<file path="config.mk">
export PLATFORM = sky130hd
export DESIGN_NAME = bez_coef
export DESIGN_NICKNAME = d
export VERILOG_FILES = /design/src/design/bez_pkg.sv /design/src/design/bez_coef.sv
export SDC_FILE = /design/constraint.sdc
export NUM_CORES = 1
export LEC_CHECK = 0
export BUFFER_PORTS_ARGS = -buffer_cell sky130_fd_sc_hd__buf_4
export CAP_MARGIN = 10
export CELL_PAD_IN_SITES_DETAIL_PLACEMENT = 1
export CELL_PAD_IN_SITES_GLOBAL_PLACEMENT = 1
export CORE_MARGIN = 5
export CORE_UTILIZATION = 35
export CTS_CLUSTER_SIZE = 25
export DETAILED_ROUTE_END_ITERATION = 16
export GPL_TIMING_DRIVEN = 1
export PLACE_DENSITY_LB_ADDON = 0.05
export REMOVE_ABC_BUFFERS = 1
export SYNTH_ARGS = -nofsm -noshare
export SYNTH_HDL_FRONTEND = slang
export SYNTH_SLANG_ARGS = --single-unit
</file>
<file path="constraint.sdc">
create_clock -name clk -period 21.7 [get_ports clk]
set_input_delay 3.255 -clock clk [delete_from_list [all_inputs] [get_ports clk]]
set_output_delay 3.255 -clock clk [all_outputs]
set_load 0.05 [all_outputs]
</file>
<file path="src/design/bez_pkg.sv">
// Shared constants and types of the cubic Bezier evaluator.
`default_nettype none
package bez_pkg;

  localparam int COORD_BITS_DEF  = 16;
  localparam int T_FRAC_BITS_DEF = 16;
  localparam int OUT_W           = 27;
  localparam int OUT_Q           = 8;
  localparam int NUM_CELLS       = 4;
  localparam int NUM_REGS        = 8;
  localparam int REG_IDX_W       = $clog2(NUM_REGS);
  localparam int CFG_IDX_W       = REG_IDX_W + 1;

  localparam logic [1:0] OP_POS  = 2'd0;
  localparam logic [1:0] OP_TAN  = 2'd1;
  localparam logic [1:0] OP_PERP = 2'd2;

  localparam logic [REG_IDX_W-1:0] REG_X0 = REG_IDX_W'(0);
  localparam logic [REG_IDX_W-1:0] REG_Y0 = REG_IDX_W'(1);
  localparam logic [REG_IDX_W-1:0] REG_X1 = REG_IDX_W'(2);
  localparam logic [REG_IDX_W-1:0] REG_Y1 = REG_IDX_W'(3);
  localparam logic [REG_IDX_W-1:0] REG_X2 = REG_IDX_W'(4);
  localparam logic [REG_IDX_W-1:0] REG_Y2 = REG_IDX_W'(5);
  localparam logic [REG_IDX_W-1:0] REG_X3 = REG_IDX_W'(6);
  localparam logic [REG_IDX_W-1:0] REG_Y3 = REG_IDX_W'(7);

  typedef struct packed {
    logic       valid;
    logic [1:0] op;
  } ctl_t;

endpackage
`default_nettype wire

</file>
<file path="src/design/bez_coef.sv">
// Polynomial coefficients of one axis for position and derivative evaluation.
`default_nettype none
module bez_coef #(
  parameter int COORD_BITS = 16,
  parameter int COEF_W     = 21
) (
  input  wire logic                     clk,
  input  wire logic signed [COORD_BITS-1:0] p0,
  input  wire logic signed [COORD_BITS-1:0] p1,
  input  wire logic signed [COORD_BITS-1:0] p2,
  input  wire logic signed [COORD_BITS-1:0] p3,
  output logic signed [COEF_W-1:0]      pcoef [bez_pkg::NUM_CELLS],
  output logic signed [COEF_W-1:0]      dcoef [bez_pkg::NUM_CELLS]
);
  import bez_pkg::*;

  logic signed [COEF_W-1:0] e0, e1, e2, e3;
  logic signed [COEF_W-1:0] c1, c2, c3;

  always_comb begin
    e0 = COEF_W'(p0);
    e1 = COEF_W'(p1);
    e2 = COEF_W'(p2);
    e3 = COEF_W'(p3);
    c1 = COEF_W'(3 * (e1 - e0));
    c2 = COEF_W'(3 * e0 - 6 * e1 + 3 * e2);
    c3 = COEF_W'(3 * (e1 - e2) + e3 - e0);
  end

  always_ff @(posedge clk) begin
    pcoef[0] <= c3;
    pcoef[1] <= c2;
    pcoef[2] <= c1;
    pcoef[3] <= e0;
    dcoef[0] <= '0;
    dcoef[1] <= COEF_W'(3 * c3);
    dcoef[2] <= COEF_W'(2 * c2);
    dcoef[3] <= c1;
  end

endmodule
`default_nettype wire

</file>
## Yosys cells after proc, flatten, opt, wreduce, memory -nomap -nowiden

Cells that the tools add are included.

| word-level totals | value |
|---|---|
| bits in registers | 119 |
| input port bits | 65 |
| logic and storage cells | 18 |
| output and inout port bits | 168 |

| cells by class | value |
|---|---|
| multipliers | 6 |
| add/sub/neg operators | 6 |

Operator list:

| cell | number |
|---|---|
| 3-bit by 16-bit multiplier with 19-bit output, first input constant | 3 |
| 3-bit by 17-bit multiplier with 20-bit output, first input constant | 2 |
| 16-bit by 16-bit subtractor with 17-bit output | 2 |
| 20-bit by 16-bit adder with 21-bit output | 1 |
| 21-bit by 19-bit adder with 21-bit output | 1 |
| 3-bit by 21-bit multiplier with 21-bit output, first input constant | 1 |
| 19-bit by 20-bit subtractor with 21-bit output | 1 |
| 21-bit by 16-bit subtractor with 21-bit output | 1 |

## Depth between registers and ports, before layout

Gate-level depths: netlist of run 1.

| logic depth | value |
|---|---|
| depth in word-level cells | 5 |
| depth in mapped cells | 33 |
| gate-level depth less buffers | 33 |

## Worst setup path after synthesis of run 1

Ideal clock, no wire load.

| path | value |
|---|---|
| kind | input to register |
| start point | in p1[0] |
| end point | reg dcoef[62] (netlist bit) |
| cell stages on the path | 32 |
| setup time | 0.130 ns |
| arrival time | 9.462 ns |
| path buffers | 0 |
| data required time | 21.570 ns |
| setup slack | 12.108 ns |
| path through | inv_1 ha_1 inv_1 a21o_1 a21o_1 a21o_1 a21o_1 a31oi_1 o21bai_1 a21oi_1 xnor2_1 ha_1 inv_1 fa_1 fa_1 inv_1 ha_1 o21ai_0 o21bai_1 o21a_1 and2_1 o21ai_0 a221oi_1 ha_1 ha_1 a21o_1 a21o_1 a21oi_1 a31oi_1 a31oi_1 xor2_1 xnor3_1 |

| on the way | value |
|---|---|
| word-level cells in the longest chain between the ends | 5 |

Ends and longest elaborated chain:

| element | line | source |
|---|---|---|
| start, declared | bez_coef.sv:9 | `input wire logic signed [COORD_BITS-1:0] p1,` |
| 16-bit by 16-bit subtractor with 17-bit output | bez_coef.sv:27 | `c3 = COEF_W'(3 * (e1 - e2) + e3 - e0);` |
| 3-bit by 17-bit multiplier with 20-bit output | bez_coef.sv:27 |  |
| 20-bit by 16-bit adder with 21-bit output | bez_coef.sv:27 |  |
| 21-bit by 16-bit subtractor with 21-bit output | bez_coef.sv:27 |  |
| net c3[13] | bez_coef.sv:18 | `logic signed [COEF_W-1:0] c1, c2, c3;` |
| 3-bit by 21-bit multiplier with 21-bit output | bez_coef.sv:36 | `dcoef[1] <= COEF_W'(3 * c3);` |
| end, declared | bez_coef.sv:13 | `output logic signed [COEF_W-1:0] dcoef [bez_pkg::NUM_CELLS]` |

The timed path passes the listed nets, and every way through them passes these cells.

## Final worst setup path of run 1

Ends and elaborated chain as after synthesis.

==> flow_summary.toml, run 1 <==
[clock_tree]
ctsHoldBuffers = 0
clkSinkCount = 98
post_cts_buffers = 0
cts-root-buf = "clkbuf_16"
path_clk_slew_ns = 0.07
h-tree-depth = 3
clk_path_buf_depth = 2
cts_resized = 0
cts_tree = "yes"
numCtsBuffers = 9

[die]
die_area_sq_um = 36900
ioPinCount = 233
die_h_microns = 192
rows = 66
core_area_sq_um = 32600
chipWidth_microns = 192
floorplan.initialDensity = 0.356

[drt]
ant_nets = 0
vias = 8838
drc = 0
viasPerCell = 4.68
firstDrtPassIters = 4
routed_wl_microns = 28000
drtIter0Drc = 191
avgRoutedWirePerCell_microns = 14.8

[placed_design]
port_buffers = 210
dpl.hpwl_microns = 24500
place_congestion = 0.784
dp_slack_ns = 11.15

[yosys]
synth-adder-area-share = 0.407
synth_top_family_by_area = "adder cells"
synth_flop_cell = "dfxtp_1"
synth-simple-area-share = 0.0741
yosysWarnings = 0
synth-edff-count = 0
yosysSeqAreaShare = 0.169
synthMuxAreaShare = 0
synth_xor_area_frac = 0.0878
synth_seq_cells = 98
avgSynthCellArea_sq_um = 9.13
synth_area_sq_um = 11600
synth_compound_area_frac = 0.136
async_reset_ff_frac = 0
synth.distinct_cells = 62
syn_inst = 1272

[sta]
max_freq_mhz = 98.8
finalHoldViolations = 0
rsz0062_at_grt = "no"
slew_headroom = 0.517
setup_ws_ns = 11.58
drv_slew = 0
min_period_over_period = 0.467
worst_pin_slew_ns = 0.716
setup_viol = 0
period_needed_ns = 10.12
hold-worst-slack_ns = 3.03
fin_tns_setup_ns = 0

[cells_and_area]
final_core_util = 0.417
layout-drive-gt1-share = 0.163
final_cell_mix = "245 x inv_1, 228 x ha_1, 210 x buf_4"
final_common_cell = "inv_1"
fill_cells = 3848
fin_nets = 1829
diodes = 0
syn_to_final_growth_pct = 16.9

[critical_path]
crit_start = "p1[0]"
cp-end-kind = "register"
path_max_fanout = 6
cp_slowest_cell = "fa_1"
crit_top_cell = "a21o_1"
cp.required_ns = 21.96
arrival_ns = 10.38
cp_top_family = "compound AO/OA/AOI/OAI gates"
cp_num_buf_inv = 5
critPathMaxStageDelay_ns = 0.49
cp-start-kind = "input port"
path_class = "in -> reg"

[global_routing]
grt_util_met2 = 0.277
grt_use_met3 = 0.0271
grt_start_max_net_pins = 16
grt_pass1_vias = 9504
use_met1 = 0.196
grt_pass1_wl_microns = 46400
grt.busiest_layer = "met2"
grt_usage = 0.156
antenna_found_initial = 1
grt-ovfl-total = 0

[min_path]
min_to = "pcoef[2]"
hp-start = "p0[2]"
hold_class = "in -> reg"
hold_depth = 1

[outcome]
outcome = "finished clean"

[run]
maxCapViolCount = 0
cell families (layout without fill, tap and decap cells):
| group | after synthesis | count (layout) |
|---|---|---|
| other cells | 1 | 22 |
| compound gates | 242 | 242 |
| simple gates | 178 | 178 |
| fa+ha+maj | 322 | 322 |
| flops | 98 | 98 |
| xor+xnor | 114 | 114 |
| buf+inv | 317 | 470 |
sequential cells by signal, indices dropped and copies added (netlist names):
signal  count
dcoef      21
pcoef      77
synthesized netlist by cell type (13+ instances only):
master | count | area share
o21ai_0 | 44 | 0.019
fa_1 | 94 | 0.16
xnor2_1 | 72 | 0.054
inv_1 | 245 | 0.079
a21oi_1 | 76 | 0.033
xor2_1 | 40 | 0.030
dfxtp_1 | 98 | 0.17
a21o_1 | 35 | 0.023
nor2b_1 | 14 | 0.0075
nand2_1 | 35 | 0.011
nor3_1 | 13 | 0.0056
nor2_1 | 62 | 0.020
ha_1 | 228 | 0.25
buf_4 | 70 | 0.045
stage by stage:
stage	std cells	instance area, sq um
detailed placement	1873	13300
floorplan	1221	11200
global placement	1873	13300
global route	1888	13600
CTS	1888	13600
finish	1888	13600
how the worst max path moves through the flow:
| stage | endpoint | cells past startpoint | slack, ns |
|---|---|---|---|
| finish | dcoef[62] | 33 | 11.58 |
| global route | dcoef[62] | 34 | 10.98 |
| CTS | dcoef[62] | 33 | 11.53 |
| detailed placement | dcoef[62] | 33 | 11.15 |
| global placement | dcoef[62] | 34 | 11.35 |
| floorplan | dcoef[62] | 32 | 12.11 |
layout make-up:
type	count	area [sq um]	share of cell area
multi-input cells	878	8280	0.610
flip-flops and latches	98	1960	0.144
repair buffers	210	1580	0.116
inverters	245	920	0.0677
well taps	442	553	0.0407
clock buffers	11	243	0.0179
clock inverters	4	51.3	0.00378
layer usage:
metal,part of all wire,wire [microns],vias to the layer above
met5,0.00039,11,-
li1,-,-,4450
met3,0.037,1030,17
met1,0.45,12600,4244
met2,0.50,14000,125
met4,0.011,312,2
Power of run 1 is not shown: default switching activity piles up to over one toggle a cycle in this logic, so the estimate is an artifact.
==> run 2, diff against run 1 <==
==> constraint.sdc (replaced) <==
create_clock -name clk -period 9.09 [get_ports clk]
set_input_delay 1.3635 -clock clk [delete_from_list [all_inputs] [get_ports clk]]
set_output_delay 1.3635 -clock clk [all_outputs]
set_load 0.05 [all_outputs]
==> run 2 against run 1 <==
Routed wire length is 0.47% lower. Utilization about the same. Die area is the same. Flip-flop and latch count unchanged. Sequential share of layout area about the same. Largest cell class unchanged. Clock-buffer cell count up 2. Worst setup slack got worse by 11 ns. Hold slack worse by 1.9 ns. Final cell count about the same.
==> flow_summary.toml, run 2 (synthesized netlist as in run 1, its figures left out) <==
[sta]
setup_viol = 0
rsz0062_at_grt = "no"
finalHoldViolations = 0
slew_headroom = 0.522
max_freq_mhz = 122
min_period_over_period = 0.905
drv_slew = 0
fin_tns_setup_ns = 0
hold-worst-slack_ns = 1.13
worst_pin_slew_ns = 0.699
period_needed_ns = 8.23

[cells_and_area]
largest_reg_flops = 77
syn_to_final_growth_pct = 17.0
final_common_cell = "inv_1"
fill_cells = 3854
fin_nets = 1829
layout.cells.non_filler = 1889
final_cell_mix = "245 x inv_1, 228 x ha_1, 210 x buf_4"
diodes = 0
layout-drive-gt1-share = 0.162
regArea_sq_um = 1960
top_register = "pcoef"
top_regs = "pcoef: 77 flops, dcoef: 21 flops"
multiInputGateArea_sq_um = 8280

[drt]
wl_met2_microns = 13900
drc = 0
highest_layer = "met5"
wl_met1_microns = 12400
vias = 8794
routed_wl_microns = 27800
drtIter0Drc = 179
wl_met3_microns = 1250
firstDrtPassIters = 4
ant_nets = 0
avgRoutedWirePerCell_microns = 14.7
viasPerCell = 4.66

[critical_path]
crit_top_cell = "a21o_1"
cp-end-kind = "register"
cp.required_ns = 9.35
path_class = "in -> reg"
critPathMaxStageDelay_ns = 0.49
path_max_fanout = 6
arrival_ns = 8.48
cp-start-kind = "input port"
cp_slowest_cell = "fa_1"

[global_routing]
grt-ovfl-total = 0
grt_usage = 0.156
antenna_found_initial = 1
grt_pass1_wl_microns = 46200
grt_start_max_net_pins = 16
grt_pass1_vias = 9372

[die]
chipWidth_microns = 192
ioPinCount = 233
die_h_microns = 192
floorplan.initialDensity = 0.356
rows = 66
die_area_sq_um = 36900
core_area_sq_um = 32600

[placed_design]
dp_cells = 1873
place_congestion = 0.788
dpl.hpwl_microns = 24400
port_buffers = 210

[clock_tree]
cts_tree = "yes"
post_cts_buffers = 0
clk_path_buf_depth = 2
ctsHoldBuffers = 0
cts_resized = 0
path_clk_slew_ns = 0.07
clkSinkCount = 98
numCtsBuffers = 9
cts-root-buf = "clkbuf_16"
h-tree-depth = 3

[outcome]
outcome = "finished clean"

[run]
maxCapViolCount = 0

[min_path]
hold_class = "in -> reg"
[run 2: cell count changes in the layout (fill, tap and decap cells not counted), sizes merged]
cell / delta
clkbuf: +2
clkinv: -1
[run 2: worst max-delay path, delay by kind of cell]
family | cells | cell delay [ns]
AND/OR/NAND/NOR | 1 | 0.17
XOR/XNOR | 3 | 0.60
AO/OA/AOI/OAI | 17 | 3.56
buffers and inverters | 5 | 0.38
adder cells (fa/ha/maj) | 7 | 2.39
[run 2: layout make-up]
type,count,area share
timing repair buffer,210,0.116
tap,442,0.0407
clock buffer,13,0.0191
clock inverter,3,0.00340
inverter,245,0.0676
sequential,98,0.144
multi-input combinational,878,0.609
[run 2: path summary, 6_finish.rpt]
| path | to | start | slack [ns] | cells past startpoint |
|---|---|---|---|---|
| max | dcoef[62] | p1[0] | 0.86 | 33 |
| min | pcoef[1] | p0[1] | 1.13 | 1 |
[run 2: stage by stage]
stage               worst slack (ns)   util  area, sq um
detailed placement             0.431  0.408        13300
global placement               0.634  0.408        13300
floorplan                       1.39      -        11200
global route                   0.251  0.417        13600
finish                         0.862  0.417        13600
CTS                            0.808  0.417        13600
[run 2: routing by layer]
| layer | GRT usage | vias to the layer above |
|---|---|---|
| met2 | 0.276 | 132 |
| met3 | 0.0336 | 18 |
| li1 | - | 4457 |
| met1 | 0.195 | 4185 |
| met4 | 0.0304 | 2 |
| met5 | 0 | - |
Power of run 2 is left out for the same reason.
