===== src/design/bez_pkg.sv =====
// Shared constants and types of the cubic Bezier evaluator.
`default_nettype none
package bez_pkg;

  localparam int COORD_BITS_DEF  = 16;
  localparam int T_FRAC_BITS_DEF = 16;
  localparam int OUT_W           = 27;
  localparam int OUT_Q           = 8;
  localparam int NUM_CELLS       = 4;
  localparam int NUM_REGS        = 8;
  localparam int REG_IDX_W       = $clog2(NUM_REGS);
  localparam int CFG_IDX_W       = REG_IDX_W + 1;

  localparam logic [1:0] OP_POS  = 2'd0;
  localparam logic [1:0] OP_TAN  = 2'd1;
  localparam logic [1:0] OP_PERP = 2'd2;

  localparam logic [REG_IDX_W-1:0] REG_X0 = REG_IDX_W'(0);
  localparam logic [REG_IDX_W-1:0] REG_Y0 = REG_IDX_W'(1);
  localparam logic [REG_IDX_W-1:0] REG_X1 = REG_IDX_W'(2);
  localparam logic [REG_IDX_W-1:0] REG_Y1 = REG_IDX_W'(3);
  localparam logic [REG_IDX_W-1:0] REG_X2 = REG_IDX_W'(4);
  localparam logic [REG_IDX_W-1:0] REG_Y2 = REG_IDX_W'(5);
  localparam logic [REG_IDX_W-1:0] REG_X3 = REG_IDX_W'(6);
  localparam logic [REG_IDX_W-1:0] REG_Y3 = REG_IDX_W'(7);

  typedef struct packed {
    logic       valid;
    logic [1:0] op;
  } ctl_t;

endpackage
`default_nettype wire


===== src/design/bez_out.sv =====
// Result stage: rescale to Q.8, apply the op, saturate to the output range.
`default_nettype none
module bez_out #(
  parameter int T_FRAC_BITS = 16,
  parameter int ACC_W       = 38
) (
  input  wire logic                        clk,
  input  wire logic                        rst,
  input  wire bez_pkg::ctl_t               ctl_in,
  input  wire logic signed [ACC_W-1:0]     acc_x,
  input  wire logic signed [ACC_W-1:0]     acc_y,
  output logic                             done,
  output logic signed [bez_pkg::OUT_W-1:0] out_x,
  output logic signed [bez_pkg::OUT_W-1:0] out_y
);
  import bez_pkg::*;

  localparam int SH  = T_FRAC_BITS - OUT_Q;
  localparam int Q_W = ACC_W - SH;
  localparam int S_W = (Q_W + 1 > OUT_W) ? Q_W + 1 : OUT_W + 1;
  localparam logic signed [S_W-1:0] HI = (S_W'(1) <<< (OUT_W - 1)) - S_W'(1);
  localparam logic signed [S_W-1:0] LO = -(S_W'(1) <<< (OUT_W - 1));

  ctl_t                    ctl1;
  logic signed [Q_W-1:0]   qx, qy;
  logic signed [Q_W-1:0]   qx_next, qy_next;
  logic signed [S_W-1:0]   wx, wy, vx, vy;

  function automatic logic signed [OUT_W-1:0] sat(input logic signed [S_W-1:0] v);
    logic signed [S_W-1:0] c;
    c = v;
    if (v > HI) begin
      c = HI;
    end else if (v < LO) begin
      c = LO;
    end
    return c[OUT_W-1:0];
  endfunction

  generate
    if (SH > 0) begin : g_round
      localparam logic signed [ACC_W-1:0] RND = ACC_W'(1) <<< (SH - 1);
      logic signed [ACC_W-1:0] rx, ry;
      always_comb begin
        rx      = acc_x + RND - $signed({{(ACC_W-1){1'b0}}, acc_x[ACC_W-1]});
        ry      = acc_y + RND - $signed({{(ACC_W-1){1'b0}}, acc_y[ACC_W-1]});
        qx_next = rx[ACC_W-1:SH];
        qy_next = ry[ACC_W-1:SH];
      end
    end else begin : g_pass
      always_comb begin
        qx_next = acc_x;
        qy_next = acc_y;
      end
    end
  endgenerate

  always_ff @(posedge clk) begin
    if (rst) begin
      ctl1 <= '0;
    end else begin
      ctl1 <= ctl_in;
    end
    qx <= qx_next;
    qy <= qy_next;
  end

  always_comb begin
    wx = S_W'(qx);
    wy = S_W'(qy);
    unique case (ctl1.op)
      OP_POS, OP_TAN: begin
        vx = wx;
        vy = wy;
      end
      OP_PERP: begin
        vx = -wy;
        vy = wx;
      end
      default: begin
        vx = '0;
        vy = '0;
      end
    endcase
  end

  always_ff @(posedge clk) begin
    if (rst) begin
      done <= 1'b0;
    end else begin
      done <= ctl1.valid;
    end
    out_x <= sat(vx);
    out_y <= sat(vy);
  end

endmodule
`default_nettype wire


===== config.mk =====
export PLATFORM = sky130hd
export DESIGN_NAME = bez_out
export DESIGN_NICKNAME = d
export VERILOG_FILES = /design/src/design/bez_pkg.sv /design/src/design/bez_out.sv
export SDC_FILE = /design/constraint.sdc
export NUM_CORES = 1
export LEC_CHECK = 0
export BUFFER_PORTS_ARGS = -buffer_cell sky130_fd_sc_hd__buf_4
export CAP_MARGIN = 20
export CORE_MARGIN = 5
export CORE_UTILIZATION = 40
export DETAILED_ROUTE_END_ITERATION = 6
export GPL_ROUTABILITY_DRIVEN = 0
export PLACE_DENSITY_LB_ADDON = 0.3
export SYNTH_ARGS = -nofsm -noshare
export SYNTH_HDL_FRONTEND = slang
export SYNTH_SLANG_ARGS = --single-unit

===== constraint.sdc =====
create_clock -name clk -period 3.3 [get_ports clk]
set_clock_uncertainty 0.1 [all_clocks]
set_input_delay 0 -clock clk [delete_from_list [all_inputs] [get_ports clk]]
set_output_delay 0 -clock clk [all_outputs]
set_load 0.05 [all_outputs]

## Word level (Yosys, flattened, before mapping)

Index checks and enable logic that the tools add are counted.

| cells by class | value |
|---|---|
| $add $sub $neg | 5 |
| multipliers | 0 |
| div/mod/pow operators | 0 |
| order comparisons | 4 |
| eq/ne operators | 2 |
| shift operators | 0 |
| mux-type cells | 4 |
| bitwise gates (word level) | 0 |
| reduce and logical (&&, ||, !) cells | 2 |

Operators with widths:

| kind | count |
|---|---|
| one-hot mux 31 bit (2 select lines) | 2 |
| adder 38 x 9 -> 38 bit, second input constant | 2 |
| subtractor 38 x 2 -> 38 bit | 2 |
| greater-than comparator 31 x 27 -> 1 bit, second input constant | 2 |
| less-than comparator 31 x 27 -> 1 bit, second input constant | 2 |
| 2-to-1 mux 27 bit | 2 |
| negation 30 -> 31 bit | 1 |
| == test 2 x 1 -> 1 bit, second input constant | 1 |
| == test 2 bit, second input constant | 1 |
| zero test 2 bit | 1 |
| OR reduction 2 bit | 1 |

| word-level totals | value |
|---|---|
| flip-flop bits (word level) | 118 |
| latch bits | 0 |
| bits in writable memories | 0 |
| memory bits (read-only) | 0 |
| bits of input ports | 81 |
| output and inout bits | 55 |
| word-level logic and storage cells | 24 |
| memories | 0 |

## Longest topological paths before layout

Gate-level depths: netlist of the first run.

| depth | value |
|---|---|
| depth after elaboration | 5 |
| mapped depth | 12 |
| depth with buffers taken out | 11 |

## Worst setup path after synthesis of the first run

Ideal clock, no wire load.

| path | value |
|---|---|
| path type | register to register |
| start point | reg qy[0] |
| end point | reg out_x[3] (netlist bit) |
| library setup time | 0.067 ns |
| arrival | 2.761 ns |
| data required time | 3.133 ns |
| setup slack | 0.372 ns |
| cell stages (with the launch flop) | 11 |
| buffers on the path | 1 |
| clock period less this slack | 2.928 ns |
| cell sequence | dfxtp_1 > or4_4 > nor4b_4 > nand3_2 > or3_4 > nor3_2 > xnor2_1 > a22oi_2 > o41a_2 > buf_6 > o21ai_2 |

| on the way | value |
|---|---|
| cells in the longest elaborated chain, start to end | 4 |
| elaborated cells between the ends (all ways) | 5 |
| classes of those cells | 1 x add/sub; 2 x order compare; 2 x mux |

Ends and longest elaborated chain:

| item | RTL line | text |
|---|---|---|
| start, declared | bez_out.sv:25 | `logic signed [Q_W-1:0] qx, qy;` |
| start signal, assigned | bez_out.sv:65 | `qy <= qy_next;` |
| negation 30 -> 31 bit * | bez_out.sv:77 | `vx = -wy;` |
| one-hot mux 31 bit (2 select lines) * | bez_out.sv:71 | `unique case (ctl1.op)` |
| less-than comparator 31 x 27 -> 1 bit | bez_out.sv:34 | `end else if (v < LO) begin` |
| 2-to-1 mux 27 bit | bez_out.sv:34 |  |
| end signal, assigned | bez_out.sv:93 | `out_x <= sat(vx);` |
| end, declared | bez_out.sv:13 | `output logic signed [bez_pkg::OUT_W-1:0] out_x,` |

Mark *: on every way between the ends. The rest lies on a longest branch, timed or not.
A chain may end at the register's enable or synchronous reset.

## Final worst setup path of the first run

| path | value |
|---|---|
| start point | reg qy[0] |
| end point | reg out_x[15] (netlist bit) |

Same word-level chain as after synthesis.

==> key figures, run 1 <==
Synthesis
  • FFs w/ async S/R, synth: 0
  • Yosys reg bits: 118
  • Synth cell types: 69
  • Syn avg cell area: 8.52 um^2
  • Seq/Total Area, Yosys: 0.309
  • Syn Inst Count: 897
  • EDFF count, synth: 0
  • Synthesized net count: 1051
  • Synthesized cell area: 0.00764 mm^2
  • Main synth FF type: dfxtp_1
  • Warning count from the yosys run: 0

Setup path
  • FF-to-FF End: out_x[15]
  • RR Startpoint: qy[0]
  • Worst setup path class: reg -> reg
  • CP Cell Sequence: or4_4, nor4b_4, nand3_2, or3_4, nor3_2, xnor2_1, a22oi_2, o41a_2, buf_12, o21ai_0
  • Flop2flop setup slack: 0.11 ns
  • Worst EP arrival: 3.43 ns
  • Critical path launch point type: flip-flop
  • CP max-delay cell: or4_4
  • Crit path capture type: flip-flop
  • Largest stage delay, worst path: 0.58 ns
  • Crit-path max FO: 16
  • Worst reg2reg path depth: 10
  • Worst Path Required: 3.54 ns

Clocking
  • Clock buffer depth: 2
  • Clock tree sinks: 118
  • CTS buffer count: 17
  • Clk slew on worst S/H paths: 0.05 ns
  • H-tree depth: 4
  • CTS tree: built
  • Worst-skew pair later-pin latency: 0.41 ns
  • Clk root buf: clkbuf_16

Job
  • Max-cap violations: 0

Global routing
  • All-layer global routing usage: 0.177
  • Initial antenna violation count: 0
  • GR Overflow Total: 0
  • Vias in the first global route: 6594
  • Largest net degree at the start of global routing: 55
  • First-pass GRT wire length: 32100 um

Power
  • Tot Pwr: 6.60 mW
  • PwrDens: 644 mW/mm^2
  • P_leak: 4.64 nW
  • VDD IR max: 0.343 mV

Floorplan
  • I/O pin cnt: 136
  • Core Area: 0.0188 mm^2
  • Die area: 0.0220 mm^2
  • Initial Util: 0.407
  • Row cnt: 50
  • Die height: 148 um
  • Chip Width: 148 um

Min path
  • Worst Hold Launch: acc_y[17]
  • WHS Endpoint: qy[10]
  • Hold crit path type: in -> reg
  • Hold path depth: 3

Run status
  • Failing checks: hold timing
  • Status: finished with violations

STA
  • Slew @ Worst Pin: 0.823 ns
  • Slew Limit Headroom: 0.443
  • Worst hold margin: -0.00145 ns
  • Fmax: 313 MHz
  • # setup viols final: 0
  • Max Slew Vio Count: 0
  • Hold Vio Cnt, Final: 1
  • Period Utilization, post-route: 0.968
  • Tmin final: 3.19 ns

Cells and area
  • FF/Latch Area: 0.00236 mm^2
  • Multi-input logic area: 0.00482 mm^2
  • Layout cell share with drive strength beyond 1: 0.203
  • Most common cell after layout, fill and taps aside: buf_4
  • ANT cells: 0
  • Filler instances: 1767
  • Final nets: 1252
  • Non-filler instance count after layout: 1345
  • Final Cell Area: 0.0102 mm^2
  • Area growth, synth to finish: 34.0%
  • Commonest non-fill, non-tap cells in the layout: 146 x buf_4, 118 x dfxtp_1, 93 x inv_1

Placement
  • Port Buffer Count: 135
  • Placed Area: 0.00887 mm^2
  • Dpl cells: 1244
  • DP HPWL: 15800 um

Detailed routing
  • Via-per-instance ratio: 5.28
  • WL/cell: 14.6 um
  • WL final: 19700 um
  • Antenna Nets Post-Route: 0
  • DR vias: 7103
  • Drt initial violations: 491
  • Drt pass-1 iters: 5
  • Post-route DRC: 0
worst max-delay path, delay by kind of cell, from the launching register on:
| family | cells | cell delay, ns |
|---|---|---|
| compound gates | 3 | 0.75 |
| buf+inv | 1 | 0.19 |
| simple gates | 5 | 1.60 |
| xor+xnor | 1 | 0.17 |
| flops | 1 | 0.33 |
synthesized netlist by cell type (12+ instances only):
cell | count | area share
ha_1 | 73 | 0.12
nand3_1 | 14 | 0.0092
a21o_1 | 31 | 0.030
nor2b_1 | 12 | 0.0098
dfxtp_1 | 118 | 0.31
o21ai_2 | 20 | 0.023
xnor2_1 | 56 | 0.064
o21ai_0 | 65 | 0.043
a22oi_1 | 52 | 0.051
a21oi_1 | 59 | 0.039
o21bai_1 | 15 | 0.015
nor3_1 | 18 | 0.012
inv_1 | 93 | 0.046
clkbuf_1 | 24 | 0.012
nor2_1 | 43 | 0.021
nand2_1 | 36 | 0.018
xor2_1 | 28 | 0.032
how the worst max path moves through the flow:
| stage | start | endpoint | slack (ns) | depth (start not counted) |
|---|---|---|---|---|
| finish | qy[0] | out_x[15] | 0.11 | 10 |
| global route | qy[0] | out_x[15] | -0.07 | 10 |
| floorplan | qy[0] | out_x[3] | 0.37 | 10 |
| CTS | acc_y[15] | qy[23] | 0.03 | 14 |
| global placement | qy[0] | out_x[15] | 0.14 | 10 |
| detailed placement | qy[0] | out_x[15] | 0.12 | 10 |
area by class of cell:
type | instances | area share
multi-input combinational | 653 | 0.471
sequential | 118 | 0.231
timing repair buffer | 214 | 0.175
clock buffer | 19 | 0.0433
inverter | 94 | 0.0345
tap | 234 | 0.0286
clock inverter | 13 | 0.0175
repair_timing:
item	4_1_cts	5_1_grt
hold buffers	67	0
endpoints found under the setup margin	0	27
setup buffers	0	2
hold endpoints to repair	52	0
resized for setup	0	16
state kept, by name, summed over array words and instances, names as in the netlist:
| signal | count |
|---|---|
| qx | 30 |
| qy | 30 |
| out_x | 27 |
| out_y | 27 |
| ctl1 | 3 |
| done | 1 |
power breakdown:
group	total [mW]	internal, mW	leakage (nW)	switching, mW
registers	2.09	1.82	0.995	0.270
clock network	1.90	1.28	0.295	0.625
logic	2.60	0.974	3.35	1.62
total	6.60	4.08	4.64	2.52
metal layers:
metal	track usage	routed length, um	vias to the layer above
li1	-	-	3648
met1	0.250	9530	3218
met2	0.269	8500	205
met3	0.0375	1270	32
met4	0.0614	401	0
met5	0	0	-
cells by family (layout without fill, tap and decap cells):
logic type	count (synthesis)	after routing	share of synthesized area
compound gates	308	308	0.275
xor+xnor	84	84	0.0963
fa+ha+maj	73	73	0.120
buf+inv	126	340	0.0683
flops	118	118	0.309
simple gates	188	188	0.132
per-stage QoR:
step,utilization,setup TNS [ns],setup slack (ns)
after global routing,0.545,-0.579,-0.0698
after CTS,0.542,0,0.0311
after global placement,0.473,0,0.136
after floorplan,-,0,0.372
final,0.545,0,0.106
after detailed placement,0.473,0,0.121
Power figures use the tool's default switching activity.
==> inputs of run 2 (changes only) <==
--- a/config.mk
+++ b/config.mk
@@ -8,9 +8,11 @@
 export BUFFER_PORTS_ARGS = -buffer_cell sky130_fd_sc_hd__buf_4
 export CAP_MARGIN = 20
 export CORE_MARGIN = 5
-export CORE_UTILIZATION = 40
+export CORE_UTILIZATION = 30
+export CTS_BUF_LIST = sky130_fd_sc_hd__clkbuf_4 sky130_fd_sc_hd__clkbuf_8
 export DETAILED_ROUTE_END_ITERATION = 6
 export GPL_ROUTABILITY_DRIVEN = 0
+export GPL_TIMING_DRIVEN = 0
 export PLACE_DENSITY_LB_ADDON = 0.3
 export SYNTH_ARGS = -nofsm -noshare
 export SYNTH_HDL_FRONTEND = slang
==> run 2 against run 1 <==
Sequential power hardly changed. First-iteration DRC count is 13% lower. The run now ends clean. Design area hardly changed. Combinational power hardly changed. Total power is 8.9% lower. Fmax is 0.24% higher. Clock-buffer cell count is 4 higher. Critical path type is now in -> reg.
==> key figures, run 2 (synthesized netlist as in run 1, its figures left out) <==
Detailed routing
  • Post-route DRC: 0
  • Antenna Nets Post-Route: 0
  • Drt pass-1 iters: 4
  • Drt initial violations: 427
  • Via-per-instance ratio: 4.78
  • WL/cell: 14.4 um
  • WL final: 21100 um
  • DR vias: 7008

Global routing
  • GR Layer Usage met2: 0.241
  • All-layer global routing usage: 0.143
  • Layer with the highest usage: met2
  • Vias in the first global route: 6796
  • Met1 Use GR: 0.191
  • Largest net degree at the start of global routing: 17
  • First-pass GRT wire length: 33600 um
  • Met3 GRT Util: 0.0273
  • Initial antenna violation count: 1
  • GR Overflow Total: 0

Setup path
  • Crit path capture type: flip-flop
  • Critical path launch point type: input pin
  • Flop2flop setup slack: 0.14 ns
  • Worst Path Required: 3.56 ns
  • Worst setup path class: in -> reg
  • Worst EP arrival: 3.45 ns
  • Crit-path max FO: 7

Cells and area
  • Largest regs: qx (30), qy (30)
  • Filler instances: 2615
  • FF/Latch Area: 0.00236 mm^2
  • Commonest non-fill, non-tap cells in the layout: 136 x buf_4, 116 x dfxtp_1, 93 x inv_1
  • Final nets: 1276
  • Layout cell share with drive strength beyond 1: 0.192
  • Most common cell after layout, fill and taps aside: buf_4
  • Multi-input logic area: 0.00481 mm^2
  • Area growth, synth to finish: 34.0%
  • Non-filler instance count after layout: 1466
  • Final Core Density: 0.408

Floorplan
  • Chip Width: 170 um
  • I/O pin cnt: 136
  • Initial Util: 0.304
  • Die area: 0.0288 mm^2
  • Die height: 170 um
  • Row cnt: 58
  • Core Area: 0.0251 mm^2

Clocking
  • Clock buffer depth: 2
  • CTS tree: built
  • CTS buffer count: 17
  • Clock tree sinks: 118
  • Worst-skew pair later-pin latency: 0.42 ns
  • H-tree depth: 4
  • Clk slew on worst S/H paths: 0.07 ns
  • Clk root buf: clkbuf_8

Power
  • VDD IR max: 0.354 mV
  • PwrDens: 587 mW/mm^2
  • P_leak: 4.59 nW

Job
  • Max-cap violations: 0

Placement
  • Port Buffer Count: 135
  • DP Worst Slack: -0.0737 ns
  • Dpl cells: 1362
  • DP HPWL: 17600 um

STA
  • Tmin final: 3.19 ns
  • Slew @ Worst Pin: 0.877 ns
  • Slew Limit Headroom: 0.407
  • Worst hold margin: 0.0230 ns
  • Unrepaired setup endpoints after global routing: yes
  • Max Slew Vio Count: 0
  • Final WS setup: 0.113 ns
  • Final setup TNS: 0 ns
  • Fmax: 314 MHz
  • # setup viols final: 0
  • Hold Vio Cnt, Final: 0
  • Period Utilization, post-route: 0.966

Run status
  • Status: finished clean

Min path
  • Hold crit path type: in -> reg
## run 2: changes by cell type in the layout (fill, tap and decap cells not counted), moves of 10 or more
| cell | change |
|---|---|
| buf_4 | -10 |
| clkbuf_16 | -17 |
| clkbuf_1 | +23 |
| clkbuf_8 | +19 |
## run 2: final timing paths
kind | from | endpoint | cells after the start
min | acc_y[6] | qy[1] | 4
max | acc_y[16] | qy[27] | 13
max reg2reg | qy[0] | out_x[23] | 11
min reg2reg | ctl1[2] | done | 1
## run 2: final cells by class
| type | instances | area share |
|---|---|---|
| Inverter | 94 | 0.0345 |
| Multi-Input combinational cell | 653 | 0.470 |
| Tap cell | 330 | 0.0403 |
| Antenna cell | 1 | 0.000244 |
| Buffer | 32 | 0.0174 |
| Timing Repair Buffer | 206 | 0.168 |
| Clock buffer | 23 | 0.0291 |
| Sequential cell | 118 | 0.231 |
| Clock inverter | 9 | 0.00978 |
## run 2: where the power goes
group          internal, mW  switching (mW)  total (mW)
sequential             1.82           0.274        2.10
clock                 0.749           0.533        1.28
combinational         0.991            1.63        2.63
## run 2: layer usage
| layer | part of all wire | vias to the layer above |
|---|---|---|
| met2 | 0.47 | 157 |
| li1 | - | 3682 |
| met5 | 0 | - |
| met4 | 0.0093 | 0 |
| met3 | 0.046 | 18 |
| met1 | 0.48 | 3151 |
## run 2: through the flow
stage	instance area, um^2	power [mW]
2_1_floorplan	7640	3.84
3_3_place_gp	9070	4.62
3_5_place_dp	9070	4.64
4_1_cts	10200	6.04
5_1_grt	10200	6.38
6_report	10200	6.01
## run 2: critical path: stages
cell	delay, ns
dlygate4sd3_1	0.54
buf_4	0.14
ha_1	0.38
and4_1	0.27
and4_1	0.21
and4_1	0.18
a21o_1	0.22
a21oi_1	0.23
o2111ai_2	0.17
a31o_2	0.26
a21oi_1	0.17
xnor2_1	0.13
dlygate4sd3_1	0.55
## run 2: timing repair
action                                  CTS  global route
hold endpoints to repair                 51             0
gates cloned                              0             0
hold buffers                             70             0
gates resized for setup                   2            13
endpoints found under the setup margin   20            23
buffers inserted                          1             0
pin swaps                                 1             2
